## src/rtl/core/glp_pkg.sv

```systemverilog
// Shared types and constants of the G-code line parser
package glp_pkg;
   typedef enum logic [3:0] {
      PH_START, PH_DROP, PH_G_FIRST, PH_G_DIG, PH_G_WS, PH_S_FIRST, PH_S_DIG,
      PH_PARAM, PH_NUM_PRE, PH_NUM_SIGN, PH_NUM_INT, PH_NUM_FRAC, PH_DONE
   } phase_type;

   typedef enum logic [2:0] {
      LET_NONE, LET_X, LET_Y, LET_Z, LET_F, LET_S, LET_T
   } letter_type;

   localparam logic [47:0] ACC_CAP = 48'hFFFF_FFFF_FFFF;

   typedef struct packed {
      logic        kind;
      logic [4:0]  present;
      logic [31:0] x;
      logic [31:0] y;
      logic [31:0] z;
      logic [31:0] f;
      logic [31:0] s;
      logic [31:0] t;
      logic [31:0] line;
   } cmd_type;
endpackage

```

## src/rtl/core/gcode_line_parser_core.sv

```systemverilog
// Top level of the G-code line parser
// channel | direction | ports
// req     | in        | req_valid req_ready req_char_byte req_last_byte
// rsp     | out       | rsp_valid rsp_ready rsp_cmd_kind .. rsp_line_number
// csr     | in        | csr_valid csr_ready csr_default_feed_amount
// One byte per cycle while req_ready is high; a command leaves the front in the cycle
// of its line end, then passes a two-entry queue and an output register.
// Synchronous reset clears parser state, queue and default amount (100).
// req_ready drops whenever the queue is full, also for bytes that end no command.
module gcode_line_parser_core import glp_pkg::*; #(
   parameter int MAX_LINE = 255
) (
   input  logic        clock,
   input  logic        reset,
   input  logic        req_valid,
   output logic        req_ready,
   input  logic [7:0]  req_char_byte,
   input  logic        req_last_byte,
   output logic        rsp_valid,
   input  logic        rsp_ready,
   output logic        rsp_cmd_kind,
   output logic [4:0]  rsp_present_mask,
   output logic signed [31:0] rsp_x_pos,
   output logic signed [31:0] rsp_y_pos,
   output logic signed [31:0] rsp_z_pos,
   output logic signed [31:0] rsp_feed_rate,
   output logic [31:0] rsp_solder_amount,
   output logic signed [31:0] rsp_dwell_time,
   output logic [31:0] rsp_line_number,
   input  logic        csr_valid,
   output logic        csr_ready,
   input  logic [31:0] csr_default_feed_amount
);
   logic [31:0] dflt_ff;
   logic        f_valid, f_ready, q_valid, q_ready;
   cmd_type     f_data, q_data, o_data;

   assign csr_ready = 1'b1;
   always_ff @(posedge clock) begin
      if (reset) dflt_ff <= 32'd100;
      else if (csr_valid) dflt_ff <= csr_default_feed_amount;
   end

   glp_front #(.MAX_LINE(MAX_LINE)) u_front (
      .clock, .reset, .default_feed(dflt_ff), .in_valid(req_valid), .in_ready(req_ready),
      .in_char(req_char_byte), .in_last(req_last_byte),
      .cmd_valid(f_valid), .cmd_data(f_data), .cmd_ready(f_ready));
   glp_queue u_queue (
      .clock, .reset, .wr_valid(f_valid), .wr_ready(f_ready), .wr_data(f_data),
      .rd_valid(q_valid), .rd_ready(q_ready), .rd_data(q_data));
   glp_back u_back (
      .clock, .reset, .cmd_valid(q_valid), .cmd_ready(q_ready), .cmd_data(q_data),
      .out_valid(rsp_valid), .out_ready(rsp_ready), .out_data(o_data));

   assign rsp_cmd_kind      = o_data.kind;
   assign rsp_present_mask  = o_data.present;
   assign rsp_x_pos         = o_data.x;
   assign rsp_y_pos         = o_data.y;
   assign rsp_z_pos         = o_data.z;
   assign rsp_feed_rate     = o_data.f;
   assign rsp_solder_amount = o_data.s;
   assign rsp_dwell_time    = o_data.t;
   assign rsp_line_number   = o_data.line;
endmodule

```

## src/rtl/core/glp_front.sv

```systemverilog
// Front end: byte classifier, line state machine and number accumulator
module glp_front import glp_pkg::*; #(
   parameter int MAX_LINE = 255,
   parameter int LW = $clog2(MAX_LINE + 1)
) (
   input  logic        clock,
   input  logic        reset,
   input  logic [31:0] default_feed,
   input  logic        in_valid,
   output logic        in_ready,
   input  logic [7:0]  in_char,
   input  logic        in_last,
   output logic        cmd_valid,
   output cmd_type     cmd_data,
   input  logic        cmd_ready
);
   phase_type   ph_ff, ph_in;
   logic [LW-1:0] len_ff, len_in;
   logic        cr_ff, cr_in;
   logic [31:0] cnt_ff, cnt_in;
   logic        kind_ff, kind_in;
   logic [5:0]  pres_ff, pres_in;
   logic [31:0] x_ff, x_in, y_ff, y_in, z_ff, z_in, f_ff, f_in, s_ff, s_in, t_ff, t_in;
   logic [47:0] acc_ff, acc_in;
   logic [32:0] ipart_ff, ipart_in;
   logic        neg_ff, neg_in;
   logic [1:0]  fd_ff, fd_in;
   letter_type  let_ff, let_in;
   logic        dig_ff, dig_in;
   logic        emit;
   cmd_type     cmd;

   assign in_ready = cmd_ready;

   function automatic logic is_blank(input logic [7:0] c);
      return c == 8'd32 || c == 8'd9 || c == 8'd11 || c == 8'd12;
   endfunction
   function automatic logic is_digit(input logic [7:0] c);
      return c >= "0" && c <= "9";
   endfunction
   function automatic logic [7:0] up(input logic [7:0] c);
      return (c >= "a" && c <= "z") ? c - 8'd32 : c;
   endfunction
   function automatic logic [47:0] sat(input logic [51:0] v);
      return (v > {4'd0, ACC_CAP}) ? ACC_CAP : v[47:0];
   endfunction
   // integer part, held at 2^32 once it no longer fits 32 bits
   function automatic logic [32:0] isat(input logic [35:0] v);
      return (v >= 36'h1_0000_0000) ? 33'h1_0000_0000 : v[32:0];
   endfunction

   always_comb begin
      logic [7:0]  c, u;
      logic [3:0]  dv;
      logic [31:0] v;
      logic        fin, endl, ok, sv, commit, par, late;
      logic [47:0] feedv, cacc;
      logic        cneg;
      letter_type  clet;
      logic [32:0] cip;
      c = in_char; u = up(c); dv = c[3:0] - 4'd0;
      ph_in = ph_ff; len_in = len_ff; cr_in = cr_ff; cnt_in = cnt_ff;
      kind_in = kind_ff; pres_in = pres_ff;
      x_in = x_ff; y_in = y_ff; z_in = z_ff; f_in = f_ff; s_in = s_ff; t_in = t_ff;
      acc_in = acc_ff; neg_in = neg_ff; fd_in = fd_ff; let_in = let_ff; dig_in = dig_ff;
      ipart_in = ipart_ff;
      emit = 1'b0; fin = 1'b0; endl = 1'b0; commit = 1'b0; par = 1'b0; sv = 1'b0;
      late = 1'b0; feedv = '0; v = '0; ok = 1'b0;
      cacc = '0; cneg = 1'b0; clet = LET_NONE; cip = '0;
      if (in_valid && in_ready) begin
         cr_in = 1'b0;
         if (cr_ff && c == 8'd10) begin
         end else if (c == 8'd10 || c == 8'd13) begin
            cr_in = (c == 8'd13) && !in_last;
            fin = 1'b1; endl = 1'b1;
         end else begin
            if (c == 8'd0) fin = 1'b1;
            else begin
               unique case (ph_ff)
                  PH_START:
                     if (!is_blank(c)) begin
                        if (u == "G") begin dig_in = 1'b0; ph_in = PH_G_FIRST; end
                        else if (u == "S") begin kind_in = 1'b1; ph_in = PH_S_FIRST; end
                        else ph_in = PH_DROP;
                     end
                  PH_G_FIRST, PH_G_DIG:
                     if (is_digit(c)) begin
                        if (c != "0") dig_in = 1'b1;
                        ph_in = PH_G_DIG;
                     end else if (ph_ff == PH_G_FIRST && is_blank(c)) ph_in = PH_G_WS;
                     else if (ph_ff == PH_G_FIRST && (c == "+" || c == "-")) ph_in = PH_DROP;
                     else if (dig_ff) ph_in = PH_DROP;
                     else begin kind_in = 1'b0; par = 1'b1; end
                  PH_G_WS:
                     if (!is_blank(c)) begin
                        if (is_digit(c) || c == "+" || c == "-") ph_in = PH_DROP;
                        else begin kind_in = 1'b0; par = 1'b1; end
                     end
                  PH_S_FIRST:
                     if (is_digit(c)) begin
                        acc_in = {44'd0, dv}; ph_in = PH_S_DIG;
                     end else begin sv = 1'b1; feedv = {16'd0, default_feed}; par = 1'b1; end
                  PH_S_DIG:
                     if (is_digit(c))
                        acc_in = sat({acc_ff, 3'd0} + {3'd0, acc_ff, 1'b0} + {48'd0, dv});
                     else begin sv = 1'b1; feedv = acc_ff; par = 1'b1; end
                  PH_PARAM: par = 1'b1;
                  PH_NUM_PRE, PH_NUM_SIGN:
                     if (ph_ff == PH_NUM_PRE && is_blank(c)) begin
                     end else if (ph_ff == PH_NUM_PRE && (c == "+" || c == "-")) begin
                        neg_in = (c == "-"); ph_in = PH_NUM_SIGN;
                     end else if (is_digit(c)) begin
                        acc_in = sat({acc_ff, 3'd0} + {3'd0, acc_ff, 1'b0}
                                     + 52'(dv) * 52'd1000);
                        ipart_in = isat({ipart_ff, 3'd0} + {2'd0, ipart_ff, 1'b0}
                                        + {32'd0, dv});
                        dig_in = 1'b1; ph_in = PH_NUM_INT;
                     end else if (c == ".") ph_in = PH_NUM_FRAC;
                     else ph_in = PH_DONE;
                  PH_NUM_INT:
                     if (is_digit(c)) begin
                        acc_in = sat({acc_ff, 3'd0} + {3'd0, acc_ff, 1'b0}
                                     + 52'(dv) * 52'd1000);
                        ipart_in = isat({ipart_ff, 3'd0} + {2'd0, ipart_ff, 1'b0}
                                        + {32'd0, dv});
                        dig_in = 1'b1;
                     end else if (c == ".") ph_in = PH_NUM_FRAC;
                     else begin commit = 1'b1; par = 1'b1; end
                  PH_NUM_FRAC:
                     if (is_digit(c)) begin
                        if (fd_ff != 2'd3) begin
                           case (fd_ff)
                              2'd0: acc_in = sat({4'd0, acc_ff} + 52'(dv) * 52'd100);
                              2'd1: acc_in = sat({4'd0, acc_ff} + 52'(dv) * 52'd10);
                              default: acc_in = sat({4'd0, acc_ff} + 52'(dv));
                           endcase
                           fd_in = fd_ff + 2'd1;
                        end
                        dig_in = 1'b1;
                     end else if (dig_ff) begin commit = 1'b1; par = 1'b1; end
                     else ph_in = PH_DONE;
                  default: ;
               endcase
            end
            len_in = len_ff + 1'b1;
            if (len_in >= LW'(MAX_LINE) || in_last) endl = 1'b1;
         end
      end
      if (par) begin
         ph_in = PH_PARAM;
         if (is_blank(c)) begin
         end else if ((u >= "A" && u <= "Z")) begin
            case (u)
               "X": let_in = LET_X;
               "Y": let_in = LET_Y;
               "Z": let_in = LET_Z;
               "F": let_in = LET_F;
               "S": let_in = LET_S;
               "T", "P": let_in = LET_T;
               default: let_in = LET_NONE;
            endcase
            acc_in = '0; ipart_in = '0; neg_in = 1'b0; fd_in = '0; dig_in = 1'b0;
            ph_in = PH_NUM_PRE;
         end else ph_in = PH_DONE;
      end
      // text ends at NUL or line end: close the field open after this byte
      if (fin || endl) begin
         unique case (ph_in)
            PH_START, PH_G_FIRST, PH_G_DIG, PH_G_WS: ph_in = PH_DROP;
            PH_S_FIRST: begin sv = 1'b1; feedv = {16'd0, default_feed}; ph_in = PH_DONE; end
            PH_S_DIG: begin sv = 1'b1; feedv = acc_in; ph_in = PH_DONE; end
            PH_NUM_INT: begin commit = 1'b1; late = 1'b1; ph_in = PH_DONE; end
            PH_NUM_FRAC: begin commit = dig_in; late = 1'b1; ph_in = PH_DONE; end
            PH_PARAM, PH_NUM_PRE, PH_NUM_SIGN: ph_in = PH_DONE;
            default: ;
         endcase
      end
      // a commit at NUL or line end sees this byte's number, otherwise the stored one
      cacc = late ? acc_in : acc_ff;
      cneg = late ? neg_in : neg_ff;
      clet = late ? let_in : let_ff;
      cip  = late ? ipart_in : ipart_ff;
      if (commit) begin
         if (cneg) v = (cacc >= 48'h8000_0000) ? 32'h8000_0000 : 32'd0 - cacc[31:0];
         else v = (cacc > 48'h7FFF_FFFF) ? 32'h7FFF_FFFF : cacc[31:0];
         case (clet)
            LET_X: begin x_in = v; pres_in[0] = 1'b1; end
            LET_Y: begin y_in = v; pres_in[1] = 1'b1; end
            LET_Z: begin z_in = v; pres_in[2] = 1'b1; end
            LET_F: begin f_in = v; pres_in[3] = 1'b1; end
            LET_T: begin t_in = v; pres_in[4] = 1'b1; end
            LET_S: begin sv = 1'b1; feedv = cneg ? 48'd0 : {15'd0, cip}; end
            default: ;
         endcase
      end
      if (sv) begin
         s_in = (feedv > 48'hFFFF_FFFF) ? 32'hFFFF_FFFF : feedv[31:0];
         pres_in[5] = 1'b1;
      end
      cmd.kind = kind_in; cmd.present = pres_in[4:0];
      cmd.x = x_in; cmd.y = y_in; cmd.z = z_in; cmd.f = f_in;
      cmd.s = s_in; cmd.t = t_in; cmd.line = cnt_ff + 32'd1;
      if (endl) begin
         cnt_in = cnt_ff + 32'd1;
         ok = kind_in ? (s_in != 32'd0) : (pres_in[2:0] != 3'd0);
         emit = (ph_in == PH_DONE) && ok;
         ph_in = PH_START; len_in = '0; kind_in = 1'b0; pres_in = '0;
         x_in = '0; y_in = '0; z_in = '0; f_in = '0; s_in = '0; t_in = '0;
         acc_in = '0; ipart_in = '0; neg_in = 1'b0; fd_in = '0; let_in = LET_NONE;
         dig_in = 1'b0;
      end
   end

   always_ff @(posedge clock) begin
      if (reset) begin
         ph_ff <= PH_START; len_ff <= '0; cr_ff <= 1'b0; cnt_ff <= '0;
         kind_ff <= 1'b0; pres_ff <= '0; x_ff <= '0; y_ff <= '0; z_ff <= '0;
         f_ff <= '0; s_ff <= '0; t_ff <= '0; acc_ff <= '0; neg_ff <= 1'b0;
         fd_ff <= '0; let_ff <= LET_NONE; dig_ff <= 1'b0; ipart_ff <= '0;
      end else begin
         ph_ff <= ph_in; len_ff <= len_in; cr_ff <= cr_in; cnt_ff <= cnt_in;
         kind_ff <= kind_in; pres_ff <= pres_in; x_ff <= x_in; y_ff <= y_in;
         z_ff <= z_in; f_ff <= f_in; s_ff <= s_in; t_ff <= t_in; acc_ff <= acc_in;
         neg_ff <= neg_in; fd_ff <= fd_in; let_ff <= let_in; dig_ff <= dig_in;
         ipart_ff <= ipart_in;
      end
   end

   assign cmd_valid = emit;
   assign cmd_data  = cmd;
endmodule

```

## src/rtl/core/glp_queue.sv

```systemverilog
// Two-entry command queue between front and back
module glp_queue import glp_pkg::*; (
   input  logic    clock,
   input  logic    reset,
   input  logic    wr_valid,
   output logic    wr_ready,
   input  cmd_type wr_data,
   output logic    rd_valid,
   input  logic    rd_ready,
   output cmd_type rd_data
);
   cmd_type   mem_ff [2];
   logic      wp_ff, rp_ff;
   logic [1:0] cnt_ff, cnt_in;
   logic      wr, rd;

   assign wr = wr_valid && wr_ready;
   assign rd = rd_valid && rd_ready;
   assign wr_ready = cnt_ff != 2'd2;
   assign rd_valid = cnt_ff != 2'd0;
   assign rd_data  = mem_ff[rp_ff];
   assign cnt_in = cnt_ff + {1'b0, wr} - {1'b0, rd};

   always_ff @(posedge clock) begin
      if (wr) mem_ff[wp_ff] <= wr_data;
      if (reset) begin
         wp_ff <= 1'b0; rp_ff <= 1'b0; cnt_ff <= '0;
      end else begin
         if (wr) wp_ff <= !wp_ff;
         if (rd) rp_ff <= !rp_ff;
         cnt_ff <= cnt_in;
      end
   end
endmodule

```

## src/rtl/core/glp_back.sv

```systemverilog
// Back end: output register that presents commands on the result channel
module glp_back import glp_pkg::*; (
   input  logic    clock,
   input  logic    reset,
   input  logic    cmd_valid,
   output logic    cmd_ready,
   input  cmd_type cmd_data,
   output logic    out_valid,
   input  logic    out_ready,
   output cmd_type out_data
);
   logic    vld_ff;
   cmd_type dat_ff;

   assign cmd_ready = !vld_ff || out_ready;
   assign out_valid = vld_ff;
   assign out_data  = dat_ff;

   always_ff @(posedge clock) begin
      if (cmd_ready) dat_ff <= cmd_data;
      if (reset) vld_ff <= 1'b0;
      else if (cmd_ready) vld_ff <= cmd_valid;
   end
endmodule

```

## config.mk

```make
export PLATFORM = sky130hd
export DESIGN_NAME = gcode_line_parser_core
export DESIGN_NICKNAME = d
export VERILOG_FILES = /design/src/rtl/core/glp_pkg.sv /design/src/rtl/core/gcode_line_parser_core.sv /design/src/rtl/core/glp_front.sv /design/src/rtl/core/glp_queue.sv /design/src/rtl/core/glp_back.sv
export SDC_FILE = /design/constraint.sdc
export NUM_CORES = 2
export LEC_CHECK = 0
export ABC_AREA = 1
export BUFFER_PORTS_ARGS = -buffer_cell sky130_fd_sc_hd__buf_2
export CAP_MARGIN = 20
export CORE_ASPECT_RATIO = 0.75
export CORE_MARGIN = 8
export CORE_UTILIZATION = 30
export DETAILED_ROUTE_END_ITERATION = 12
export GPL_ROUTABILITY_DRIVEN = 0
export PLACE_DENSITY = 0.42
export SETUP_SLACK_MARGIN = 0.2
export SYNTH_ARGS = -nofsm -noshare
export SYNTH_HDL_FRONTEND = slang
export SYNTH_SLANG_ARGS = --single-unit
```

## constraint.sdc

```tcl
create_clock -name clock -period 30.9 [get_ports clock]
set_input_delay 0 -clock clock [delete_from_list [all_inputs] [get_ports clock]]
set_output_delay 0 -clock clock [all_outputs]
set_load 0.01 [all_outputs]
```

==> metrics.md <==
| Metric | Value |
|---|---|
| Largest net degree at the start of global routing | `150` |
| Final Cycle Share | `32.28%` |
| CP Max Fanout | `149` |
| MaxCap Viol Count | `0` |
| Worst slew margin | `17.88%` |
| FP Rows | `143` |
| Worst ir drop on vdd | `0.00004650 V` |
| FF+latch count, synth | `1058` |
| Die Area | `218700 um2` |
| Post-CTS Setup Bufs | `0` |
| H-tree Lvls | `3` |
| Clk slew on worst S/H paths | `70 ps` |
| Hold slack | `104.3 ps` |
| Leakage | `32.24 nW` |
| Core Util, Final | `34.47%` |
| Initial DRC Count | `6024` |
| Sequential-to-total area share from yosys stat | `45.94%` |
| GR Util All Layers | `21.94%` |
| Starting Density | `30.19%` |
| Share of post-route cells with drive strength above 1 | `10.64%` |
| CTS Root Cell | `clkbuf_16` |
| Number of instances resized during post-cts repair | `0` |
| Final ANT Viol Nets | `0` |
| Hold Path Class | `input pin to register` |
| Critical Path AT | `10320 ps` |
| Width of the chip | `537.3 um` |
| Cell variety after synth | `73` |
| Clock sink count | `1058` |
| Post-synth ARST share | `0%` |
| Setup TNS | `0 ps` |
| CP Data Required Time | `31240 ps` |
| Crit end category | `register` |
| Synthesized Nets | `8270` |
| Tmin final | `9974 ps` |
| Final hold violations | `0` |
| Finished Layout Cells | `11048` |
| CP Launch Type | `register` |
| Cts bufs inserted | `105` |
| Post-synthesis cell area | `61140 um2` |
| Post-synth EDFFs | `690` |
| Highest Clock Rate | `100.3 MHz` |
| Final wirelength | `249700 um` |
| Ys Warns | `0` |
| Storage cell area | `28090 um2` |
| First-pass GRT wire length | `358000 um` |
| Vias in the first global route | `51529` |
| Final slew viol count | `0` |
| RSZ-0062 raised after global routing | `false` |
| Crit path largest cell delay | `960 ps` |
| Post-CTS Hold Buffers | `75` |
| Nets | `8515` |
| Worst setup margin | `20930 ps` |
| Actual slew at the worst max-slew pin | `1224 ps` |
| Routed vias | `55922` |
| Status | `complete, no violations` |
| Final setup violation count | `0` |
| Crit Path Category | `register to register` |
| Core box area | `202500 um2` |
| Multi-input gate area | `28450 um2` |
| Gr ovfl total | `0` |
| Vias/cell | `5.062` |
| Clk Latency, worst-skew pair | `740 ps` |
| Io pins | `279` |
| Placement Setup Slack | `21000 ps` |
| Mapped Cells | `8021` |
| Initial antenna violation count | `24` |
| WL per Instance | `22.60 um` |
| Skew final | `32.64 ps` |
| CTS tree | `yes` |
| PwrDens | `51.83 nW/um2` |
| IO buf count | `277` |
| CP dominant cell by count | `nand2_1` |
| Die H | `407.0 um` |
| Area Growth Syn to Fin | `14.19%` |
| Syn Area/Cell | `7.623 um2` |
| Critical path's slowest cell | `nor3_4` |
| Fill cells | `21481` |
| DP Wirelength | `186500 um` |
| DRC errors left | `0` |
| Max clock buf depth | `3` |
| Placed instance count | `10765` |
| DR pass1 iterations | `7` |
| Main synth FF type | `edfxtp_1` |
## cell families after synthesis
group                      synth area share (%)
AOI/OAI and AO/OA                         8.120
xor gates and xnor gates                  3.225
adders and majority gates                 4.350
buffers and inverters                     7.709
DFF                                       45.94
other                                  0.006133
and+or+nand+nor                           30.65
## worst paths after layout
| path | start | endpoint | slack [ps] | cells after the start |
|---|---|---|---|---|
| max | u_front.ph_ff[3] | u_queue.mem_ff[0][84] | 20930 | 34 |
| max reg2reg | u_front.ph_ff[3] | u_queue.mem_ff[0][84] | 20930 | 34 |
| min | req_char_byte[5] | u_front.let_ff[2] | 100 | 8 |
| min reg2reg | u_front.pres_ff[4] | u_front.pres_ff[4] | 460 | 2 |
## report_power, final
part           switching (mW)  internal [mW]
Clock                   0.589          0.748
Sequential             0.0493           1.62
Combinational           0.459          0.154
Total                    1.10           2.52
## routing by layer
metal	vias up	part of all wire, %	track usage (%)
met5	-	0.0048	0
met4	2	2.0	4.093
met3	306	9.7	5.901
met2	2290	40	30.81
met1	26791	49	33.51
li1	26533	-	-
## through the flow
stage	total power, mW	area, um2
CTS	3.667	69780
global route	3.772	69800
floorplan	2.015	61140
finish	3.619	69820
detailed placement	2.313	65500
global placement	2.319	65460
## sequential cells by signal, indices dropped and copies added (netlist names), 2 cells and up
name	cells
dflt_ff	32
u_back.out_data	230
u_front.acc_ff	48
u_front.cnt_ff	32
u_front.f_ff	32
u_front.fd_ff	2
u_front.ipart_ff	33
u_front.len_ff	8
u_front.let_ff	3
u_front.ph_ff	4
u_front.pres_ff	5
u_front.s_ff	32
u_front.t_ff	32
u_front.x_ff	32
u_front.y_ff	32
u_front.z_ff	32
u_queue.cnt_ff	2
u_queue.mem_ff	460
## cell type report
type / count / share of cell area (%)
Antenna cell: 9 / 0.03226
Tap cell: 2682 / 4.806
Clock inverter: 61 / 0.9820
Inverter: 922 / 5.002
Timing Repair Buffer: 442 / 4.122
Sequential cell: 1058 / 40.23
Clock buffer: 137 / 4.079
Multi-Input combinational cell: 5737 / 40.74
## cells in the final DEF, fill, tap and decap left out, drive strengths merged, types with 36 or more instances in the layout
cell type,count
xor2,183
xnor2,37
or2,170
nor3,86
a21oi,299
o211ai,37
nand2,2639
edfxtp,690
dfxtp,368
clkinv,50
clkbuf,137
nor2,847
nand4,92
nand3,575
o21ai,338
ha,187
inv,916
dlygate4sd3,75
buf,367
o22ai,36
## synthesized netlist by cell type, types with 8 or more instances
master,n,area (um2)
a21o_1,10,75.07
nand3b_1,20,150.1
nor4_1,21,131.4
buf_1,18,67.56
xnor2_1,34,297.8
a21oi_1,289,1446
nand3_1,560,2803
nor2_1,799,2999
a31oi_1,23,143.9
clkbuf_1,257,964.7
nor2_4,11,123.9
nand2_1,2614,9812
o211ai_1,37,277.8
o22ai_1,36,225.2
nand4_1,90,563.0
dfxtp_1,368,7367
xor2_1,180,1577
nor2_2,37,231.5
buf_6,8,90.09
a211oi_1,12,90.09
nand2_2,25,156.4
or2_2,161,1007
inv_1,858,3221
edfxtp_1,690,20720
o21ai_0,241,1206
a32o_1,19,190.2
a221oi_1,8,70.07
buf_2,14,70.07
o21bai_1,10,75.07
ha_1,187,2340
inv_2,52,195.2
nand3_2,15,150.1
o21ai_1,93,465.5
or2_1,9,56.30
fa_1,16,320.3
clkinv_1,12,45.04
nor3_1,78,390.4
## worst max-delay path, delay by kind of cell (launching register included)
kind	cells	cell delay, ps
simple gates	22	4820
buf+inv	10	3170
compound gates	2	690
flops	1	410
Power figures use the tool's default switching activity.
